## config.mk

```make
export PLATFORM = sky130hd
export DESIGN_NAME = short_long_press_detector
export DESIGN_NICKNAME = d
export VERILOG_FILES = /design/src/rtl/slpd_pkg.sv /design/src/rtl/short_long_press_detector.sv
export SDC_FILE = /design/constraint.sdc
export NUM_CORES = 1
export LEC_CHECK = 0
export BUFFER_PORTS_ARGS = -buffer_cell sky130_fd_sc_hd__clkbuf_2
export CORE_AREA = 2 2 274 276
export CTS_BUF_LIST = sky130_fd_sc_hd__clkbuf_2
export DETAILED_ROUTE_END_ITERATION = 7
export DIE_AREA = 0 0 276 278
export SETUP_SLACK_MARGIN = 0.1
export SLEW_MARGIN = 20
export SYNTH_ARGS = -nofsm -noshare
export SYNTH_HDL_FRONTEND = slang
export SYNTH_SLANG_ARGS = --single-unit
```

## constraint.sdc

```tcl
create_clock -name clk_i -period 11.3 [get_ports clk_i]
set_clock_uncertainty 0.05 [all_clocks]
set_input_delay 2.26 -clock clk_i [delete_from_list [all_inputs] [get_ports clk_i]]
set_output_delay 2.26 -clock clk_i [all_outputs]
set_load 0.05 [all_outputs]
```

## src/rtl/slpd_pkg.sv

```systemverilog
// Package for the short/long press detector: types, codes and reset constants.
`timescale 1ns / 1ps
`default_nettype none

package slpd_pkg;

  localparam int unsigned TimeW     = 64;
  localparam int unsigned MsW       = 16;
  localparam int unsigned ApbAddrW  = 3;
  localparam int unsigned ApbDataW  = 32;
  localparam int unsigned InDataW   = 72;
  localparam int unsigned OutDataW  = 8;

  localparam logic [MsW-1:0] LongPressReset = 16'd550;
  localparam logic [MsW-1:0] PulseReset     = 16'd100;

  // Register index, taken from paddr bit 2 (word address)
  typedef enum logic {
    REG_LONG_PRESS = 1'b0,
    REG_PULSE      = 1'b1
  } reg_idx_e;

  typedef enum logic [1:0] {
    KIND_NONE  = 2'd0,
    KIND_SHORT = 2'd1,
    KIND_LONG  = 2'd2
  } pulse_kind_e;

  // One sampled input item
  typedef struct packed {
    logic             recenter_held;
    logic [TimeW-1:0] now_ms;
    logic             enabled;
    logic             button_down;
  } sample_t;

  // One result item
  typedef struct packed {
    logic recentered;
    logic long_pulse;
    logic short_pulse;
  } result_t;

endpackage : slpd_pkg

`default_nettype wire

```

## src/rtl/short_long_press_detector.sv

```systemverilog
// Top level of the short/long button press detector.
// An accepted item is held in the sample register, then in the result register,
// and leaves on m_axis. Throughput: one item per clock unless m_axis stalls;
// the state update and the 64-bit compares and saturating add sit in one
// combinational step between the sample register and the result register.
// Reset (rst_ni low, asynchronous): state cleared, registers back to
// long_press_ms = 550 and pulse_ms = 100, both pipeline stages empty.
`timescale 1ns / 1ps
`default_nettype none

module short_long_press_detector
  import slpd_pkg::*;
(
  input  wire logic                clk_i,
  input  wire logic                rst_ni,
  // Sample channel
  input  wire logic                s_axis_tvalid_i,
  output      logic                s_axis_tready_o,
  // tdata: [0] button_down, [1] enabled, [65:2] now_ms, [66] recenter_held,
  // [71:67] ignored
  input  wire logic [InDataW-1:0]  s_axis_tdata_i,
  // Result channel
  output      logic                m_axis_tvalid_o,
  input  wire logic                m_axis_tready_i,
  // tdata: [0] short_pulse, [1] long_pulse, [2] recentered, [7:3] zero
  output      logic [OutDataW-1:0] m_axis_tdata_o,
  // Configuration port
  input  wire logic                psel_i,
  input  wire logic                penable_i,
  input  wire logic                pwrite_i,
  input  wire logic [ApbAddrW-1:0] paddr_i,
  input  wire logic [ApbDataW-1:0] pwdata_i,
  output      logic [ApbDataW-1:0] prdata_o,
  output      logic                pready_o
);

  // ---------------------------------------------------------------------
  // Configuration registers
  // ---------------------------------------------------------------------
  logic [MsW-1:0] long_press_q;
  logic [MsW-1:0] pulse_q;
  logic           cfg_wr;
  reg_idx_e       cfg_idx;

  assign pready_o = 1'b1;
  assign cfg_idx  = reg_idx_e'(paddr_i[2]);
  assign cfg_wr   = psel_i && penable_i && pwrite_i && pready_o;

  always_ff @(posedge clk_i or negedge rst_ni) begin
    if (!rst_ni) begin
      long_press_q <= LongPressReset;
      pulse_q      <= PulseReset;
    end else if (cfg_wr) begin
      case (cfg_idx)
        REG_LONG_PRESS: long_press_q <= pwdata_i[MsW-1:0];
        REG_PULSE:      pulse_q      <= pwdata_i[MsW-1:0];
        default:        ;
      endcase
    end
  end

  always_comb begin
    case (cfg_idx)
      REG_LONG_PRESS: prdata_o = {{(ApbDataW-MsW){1'b0}}, long_press_q};
      REG_PULSE:      prdata_o = {{(ApbDataW-MsW){1'b0}}, pulse_q};
      default:        prdata_o = '0;
    endcase
  end

  // ---------------------------------------------------------------------
  // Handshake: sample register -> result register. The sample stage moves
  // on whenever the result register is empty or being drained; the input
  // stalls only while both stages hold an item and the result waits on
  // m_axis.
  // ---------------------------------------------------------------------
  logic    smp_vld_q;
  sample_t smp_q;
  logic    res_vld_q;
  result_t res_q;
  logic    res_ready;
  logic    step;
  logic    s_fire;

  assign res_ready       = !res_vld_q || m_axis_tready_i;
  assign s_axis_tready_o = !smp_vld_q || res_ready;
  assign s_fire          = s_axis_tvalid_i && s_axis_tready_o;
  assign step            = smp_vld_q && res_ready;

  always_ff @(posedge clk_i or negedge rst_ni) begin
    if (!rst_ni) begin
      smp_vld_q <= 1'b0;
    end else if (s_axis_tready_o) begin
      smp_vld_q <= s_axis_tvalid_i;
    end
  end

  always_ff @(posedge clk_i) begin
    if (s_fire) begin
      smp_q <= sample_t'(s_axis_tdata_i[$bits(sample_t)-1:0]);
    end
  end

  // ---------------------------------------------------------------------
  // Detector state
  // ---------------------------------------------------------------------
  logic             holding_q,      holding_d;
  logic             long_done_q,    long_done_d;
  logic             need_release_q, need_release_d;
  pulse_kind_e      kind_q,         kind_d;
  logic [TimeW-1:0] prev_time_q,    prev_time_d;
  logic [TimeW-1:0] press_start_q,  press_start_d;
  logic [TimeW-1:0] deadline_q,     deadline_d;
  result_t          res_d;

  // Datapath terms, all in parallel off the sample register
  logic             time_back;
  logic [TimeW:0]   dl_sum;
  logic [TimeW-1:0] dl_sat;
  logic [TimeW-1:0] held_ms;
  logic             held_long;
  logic             dl_now_hit;   // fresh deadline already reached
  logic             old_dl_hit;
  logic             start;
  logic             fire_rec;
  logic             fire_long;
  logic             fire_short;
  logic             down;

  assign down       = smp_q.button_down;
  assign time_back  = smp_q.now_ms < prev_time_q;
  assign dl_sum     = {1'b0, smp_q.now_ms} + {{(TimeW+1-MsW){1'b0}}, pulse_q};
  assign dl_sat     = dl_sum[TimeW] ? {TimeW{1'b1}} : dl_sum[TimeW-1:0];
  assign held_ms    = smp_q.now_ms - press_start_q;
  assign held_long  = held_ms >= {{(TimeW-MsW){1'b0}}, long_press_q};
  // now + pulse (saturated) <= now only for a zero pulse or time at its top
  assign dl_now_hit = (pulse_q == '0) || (&smp_q.now_ms);
  assign old_dl_hit = smp_q.now_ms >= deadline_q;

  always_comb begin
    holding_d      = holding_q;
    long_done_d    = long_done_q;
    need_release_d = need_release_q;
    kind_d         = kind_q;
    prev_time_d    = smp_q.now_ms;
    press_start_d  = press_start_q;
    deadline_d     = deadline_q;
    res_d          = '0;
    start          = 1'b0;
    fire_rec       = 1'b0;
    fire_long      = 1'b0;
    fire_short     = 1'b0;

    if (!smp_q.enabled || time_back) begin
      // disabled or clock went backwards: drop everything, wait for release
      holding_d      = 1'b0;
      long_done_d    = 1'b0;
      kind_d         = KIND_NONE;
      need_release_d = down;
    end else if (need_release_q) begin
      if (!down) begin
        need_release_d = 1'b0;
      end
    end else begin
      start = down && !holding_q;
      if (start) begin
        holding_d     = 1'b1;
        long_done_d   = 1'b0;
        press_start_d = smp_q.now_ms;
      end
      // recenter takes the press before any long pulse can fire
      fire_rec  = down && (start || !long_done_q) && smp_q.recenter_held;
      fire_long = down && (start || !long_done_q) && !fire_rec &&
                  (start ? (long_press_q == '0) : held_long);
      fire_short = !down && holding_q && !long_done_q;

      if (fire_rec) begin
        long_done_d = 1'b1;
        kind_d      = KIND_NONE;
      end
      if (fire_long) begin
        long_done_d = 1'b1;
        kind_d      = KIND_LONG;
        deadline_d  = dl_sat;
      end
      if (!down && holding_q) begin
        holding_d = 1'b0;
        if (fire_short) begin
          kind_d     = KIND_SHORT;
          deadline_d = dl_sat;
        end
      end

      if ((fire_long || fire_short) ? dl_now_hit : old_dl_hit) begin
        kind_d = KIND_NONE;
      end

      res_d.short_pulse = (kind_d == KIND_SHORT);
      res_d.long_pulse  = (kind_d == KIND_LONG);
      res_d.recentered  = fire_rec;
    end
  end

  always_ff @(posedge clk_i or negedge rst_ni) begin
    if (!rst_ni) begin
      holding_q      <= 1'b0;
      long_done_q    <= 1'b0;
      need_release_q <= 1'b0;
      kind_q         <= KIND_NONE;
      prev_time_q    <= '0;
      press_start_q  <= '0;
      deadline_q     <= '0;
    end else if (step) begin
      holding_q      <= holding_d;
      long_done_q    <= long_done_d;
      need_release_q <= need_release_d;
      kind_q         <= kind_d;
      prev_time_q    <= prev_time_d;
      press_start_q  <= press_start_d;
      deadline_q     <= deadline_d;
    end
  end

  // ---------------------------------------------------------------------
  // Result register
  // ---------------------------------------------------------------------
  always_ff @(posedge clk_i or negedge rst_ni) begin
    if (!rst_ni) begin
      res_vld_q <= 1'b0;
    end else if (res_ready) begin
      res_vld_q <= smp_vld_q;
    end
  end

  always_ff @(posedge clk_i) begin
    if (step) begin
      res_q <= res_d;
    end
  end

  assign m_axis_tvalid_o = res_vld_q;
  assign m_axis_tdata_o  = {{(OutDataW-$bits(result_t)){1'b0}}, res_q};

endmodule : short_long_press_detector

`default_nettype wire

```

# Word-level counts from Yosys, hierarchy flattened
# Cells that the tools add are included.
[word_totals] regBits=301 elab_cells=94
[op_classes] n_mux=28 n_lt_le_gt_ge=3 n_eq_ne=3 bitwise_logic=3 add_sub_neg=2 n_reduce_logical=37
[ops] operator="$mux W64" count=4
[ops] operator="$add A64 B16 Y65" count=1
[ops] operator="$ge A64 B16 Y1" count=1
[ops] operator="$ge A64 B64 Y1" count=1
[ops] operator="$lt A64 B64 Y1" count=1
[ops] operator="$pmux W32 S2" count=1
[ops] operator="$reduce_and A64 Y1" count=1
[ops] operator="$sub A64 B64 Y64" count=1
[ops] operator="$logic_not A16 Y1" count=2
[ops] operator="$mux W2" count=9
[ops] operator="$mux W1" count=14
[ops] operator="$logic_and A1 B1 Y1" count=11
[ops] operator="$reduce_and A3 Y1" count=3
[ops] operator="$logic_not A1 Y1" count=7
[ops] operator="$logic_or A1 B1 Y1" count=6
[ops] operator="$reduce_and A2 Y1" count=3
[ops] operator="$reduce_and A4 Y1" count=1
[ops] operator="$reduce_bool A4 Y1" count=1
[ops] operator="$not A1 Y1" count=3
[ops] operator="$reduce_bool A3 Y1" count=1
[ops] operator="$eq A2 B1 Y1 const B" count=1
[ops] operator="$eq A2 B2 Y1 const B" count=1
[ops] operator="$ne A2 B1 Y1 const B" count=1
[ops] operator="$reduce_or A2 Y1" count=1

# Longest topological paths before layout
[logic_depth] word_depth=16 ltp_mapped=24

# Least setup slack after synthesis
# No wires, ideal clock.
[synth_path] kind="in2out" startpoint="input port paddr_i[2]" endpoint="output port prdata_o[15]" stages=3 arrival_time_ps=3679 path_buffers=2 setup_slack_ps=5311 path_cell_list="clkbuf_1 > clkbuf_1 > o21ai_0"
[synth_via] elab_chain_len=2
[synth_rtl] item="start, declared" line_no="short_long_press_detector.sv:31" rtl="input wire logic [ApbAddrW-1:0] paddr_i,"
[synth_rtl] item="$not A1 Y1" line_no="short_long_press_detector.sv:63" rtl="case (cfg_idx)"
[synth_rtl] item="$pmux W32 S2 (*)" line_no="short_long_press_detector.sv:63"
[synth_rtl] item="end, declared" line_no="short_long_press_detector.sv:33" rtl="output logic [ApbDataW-1:0] prdata_o,"
# Mark *: on every way between the ends. The rest lies on a longest branch, timed or not. The select of a mux whose other input is x is not followed.

# Worst setup path after layout
[layout_path] startpoint="register smp_q, in the netlist prev_time_d[6]" endpoint="register deadline_q[38]"
[layout_via] elab_chain_len=7 elab_cells_between_ends=13 cone_classes="add/sub: 2; order compare: 2; mux: 5; bitwise: 1; reduce/logical: 3"
[layout_rtl] item="start, declared" line_no="short_long_press_detector.sv:77" rtl="sample_t smp_q;"
[layout_rtl] item="start signal, assigned" line_no="short_long_press_detector.sv:99" rtl="smp_q <= sample_t'(s_axis_tdata_i[$bits(sample_t)-1:0]);"
[layout_rtl] item="$sub A64 B64 Y64" line_no="short_long_press_detector.sv:133" rtl="assign held_ms = smp_q.now_ms - press_start_q;"
[layout_rtl] item="$ge A64 B16 Y1" line_no="short_long_press_detector.sv:134" rtl="assign held_long = held_ms >= {{(TimeW-MsW){1'b0}}, long_press_q};"
[layout_rtl] item="$mux W1" line_no="short_long_press_detector.sv:173" rtl="(start ? (long_press_q == '0) : held_long);"
[layout_rtl] item="$logic_and A1 B1 Y1" line_no="short_long_press_detector.sv:172" rtl="fire_long = down && (start || !long_done_q) && !fire_rec &&"
[layout_rtl] item="$mux W64" line_no="short_long_press_detector.sv:180" rtl="if (fire_long) begin"
[layout_rtl] item="$mux W64" line_no="short_long_press_detector.sv:187" rtl="if (fire_short) begin"
[layout_rtl] item="$mux W64" line_no="short_long_press_detector.sv:185" rtl="if (!down && holding_q) begin"
[layout_rtl] item="end signal, assigned" line_no="short_long_press_detector.sv:219" rtl="deadline_q <= deadline_d;"
[layout_rtl] item="end, declared" line_no="short_long_press_detector.sv:112" rtl="logic [TimeW-1:0] deadline_q, deadline_d;"
# Parallel ways exist; a longest one is shown, timed or not.
# A chain may end at the register's enable or synchronous reset.

==> flow_summary.toml <==
[grt]
grt_max_degree = 105
grt_use_total_pct = 16.65
grt_overflow_total = 0
antenna_found_initial = 2
grt_first_pass_wirelength_um = 101600
grt_pass1_vias = 17840

[clocking]
cts_setup_buffers = 0
cts_max_level = 3
cts_sinks = 301
worstSkewPairLatency_ns = 1.09
cts_tree = "yes"
path_clk_slew_ns = 0.10
cts_resized = 0
cts_buffer_depth = 3
ctsHoldBuffers = 0
numCtsBuffers = 86
cts_root_buf = "clkbuf_2"

[sta]
rsz0062_at_grt = "no"
setup_tns_ns = 0
drv_slew = 0
slew-limit-headroom_pct = 26.88
layout_min_cycle_time_ns = 6.283
period_share_pct = 55.60
worst_slack_ns = 5.017
setup_violations = 0
tightest_slew_ns = 1.088
hold_ws_ns = 0.4421
hold_violations = 0
fmax_mhz = 159.2

[power_and_ir_drop]
pwr-share-clk_pct = 17.2
p_switching_mw = 2.377
p_per_area_mw_per_mm2 = 212.9
finalPower_mw = 5.161
p_leak_nw = 10.95
peakVddDrop_mv = 0.1071
power_frac_comb_pct = 53.0
internal_power_mw = 2.784
p_sw_share_pct = 46.06
power_frac_seq_pct = 29.8

[cells_and_area]
ff_latch_area_mm2 = 0.007891
multi_input_area_mm2 = 0.01265
drive_above_1_share_pct = 16.03
syn2layout_area_growth_pct = 10.79
nets = 2899
fillers = 7785

[yosys]
avgSynthCellArea_um2 = 8.989
synth_top_area_share_pct = 25.62
synthArstFlopShare_pct = 76.74
synth_edf_count = 70
synthCells = 2434
yosys_warnings = 0
synth_ff_type = "dfrtp_1"
seq_area_frac_synth_pct = 36.07
synth_area_mm2 = 0.02188
yosys.area.top_type = "dfrtp_1"
synth_commonest_cells = "245 x nand2_1, 237 x inv_1, 224 x dfrtp_1, 222 x ha_1, 178 x nor2_1"
ys_types = 89
synthMostInstantiatedCell = "nand2_1"
ys_seq_elements = 301
synth_area_leaders = "dfrtp_1 26%, ha_1 13%, edfxtp_1 9.6%"

[setup_path]
cpPeakStageDelay_ns = 0.58
cp-start-kind = "register"
cp.required_ns = 12.15
crit_type = "reg -> reg"
critical_path_buf_inv_count = 1
cp.arrival_ns = 7.13
crit_top_cell = "o21ai_0"
crit_family = "compound AO/OA/AOI/OAI gates"
slowest_stage = "edfxtp_1"
path_cells = "ha_1 > a21oi_1 > nand2_1 > o21ai_0 > o21ai_0 > xor2_1 > ha_1 > a21oi_1 > o21ai_0 > a222oi_1 > o21ai_0 > or3_1 > nor4_1 > nand4_1 > nor4_4 > nand3_1 > nor4b_2 > buf_4 > mux2_4"
crit_fanout = 38
crit_path_end_kind = "register"

[routing]
vias = 18320
wirelength_um = 63980
via_per_inst = 5.083
avgRoutedWirePerCell_um = 17.75
drtPass1Iterations = 8
final_antenna_net_count = 0
dr.first_iter.drc_count = 1398
drc = 9

[place]
place_congestion = 0.9527
numPortBuffers = 111
place_hpwl_um = 48190
dp_slack_ns = 5.209

[status]
failed_checks = "design-rule violations"
status = "finished, violations left"

[floorplan]
die-area_mm2 = 0.07673
die_x_um = 276
die_h_um = 278
ios = 157
initial_core_util_pct = 29.64
core_mm2 = 0.07382
rows = 100

[run]
maxCapViolations = 0

[min_path]
min_path_type = "reg -> reg"
-- per-layer routing --
layer | routed length (µm) | track usage (%)
met3 | 3068 | 2.695
met1 | 30380 | 22.93
met2 | 29300 | 27.05
met4 | 1220 | 4.456
met5 | 13 | 0
-- through the flow --
stage / cells / cell area (µm²) / utilization [%]
finish: 3605 / 24240 / 32.84
global route: 3605 / 24240 / 32.84
CTS: 3601 / 24210 / 32.80
floorplan: 2454 / 21950 / -
global placement: 3441 / 23350 / 31.64
detailed placement: 3441 / 23350 / 31.64
-- flip-flops by register name (all words and copies together) (netlist names), 2 cells and up --
register / flops
long_press_q: 16
pulse_q: 16
press_start_q: 64
kind_q: 2
prev_time_d: 64
smp_q: 2
prev_time_q: 64
m_axis_tdata_o: 3
deadline_q: 64
-- final timing paths --
path                           startpoint  cells past startpoint  slack [ns]               to
hold reg to reg                 smp_vld_q                      1        0.44  m_axis_tvalid_o
hold / removal                  smp_vld_q                      1        0.44  m_axis_tvalid_o
max in group asynchronous          rst_ni                      2        8.45  prev_time_q[35]
setup / recovery           prev_time_d[6]                     19        5.02   deadline_q[38]
setup reg to reg           prev_time_d[6]                     19        5.02   deadline_q[38]
min in group asynchronous          rst_ni                      1        1.18        kind_q[1]
-- cell usage in the layout, fill, tap and decap left out, types with 19 or more instances in the layout --
cell type,instances
xor2_1,34
nor2_1,178
ha_1,222
clkbuf_2,245
nand2_1,245
clkinv_1,19
edfxtp_1,70
nand3_1,56
dfrtp_1,224
nand4_1,89
mux2i_1,53
o21ai_0,172
a21o_1,70
and3_1,20
conb_1,22
a21oi_1,143
o21a_1,19
buf_4,19
a31oi_1,20
nor3_1,41
mux2_2,100
nor4_1,31
xnor2_1,48
inv_1,236
-- cell families after synthesis --
group           share of synthesized area [%]
simple gates                            16.30
compound gates                          16.17
buf+inv                                 6.594
flops                                   36.07
fa+ha+maj                               12.88
mux                                     8.670
xor+xnor                                3.283
other cells                           0.03433
-- final cells by class --
class | instances | share of cell area (%)
clock buffers | 135 | 2.787
multi-input cells | 1803 | 52.18
repair buffers | 131 | 3.004
well taps | 969 | 5.002
clock inverters | 25 | 0.7485
diodes | 3 | 0.03097
flip-flops and latches | 301 | 32.56
inverters | 238 | 3.691
-- power groups by stage --
stage / Clock (mW) / Combinational (mW) / Sequential, mW
floorplan: 0 / 2.02 / 1.50
global placement: 0 / 2.67 / 1.55
detailed placement: 0 / 2.68 / 1.56
CTS: 0.931 / 2.70 / 1.54
global route: 0.987 / 3.04 / 1.57
finish: 0.888 / 2.74 / 1.54
No activity file was read; power rests on OpenSTA's default activity.
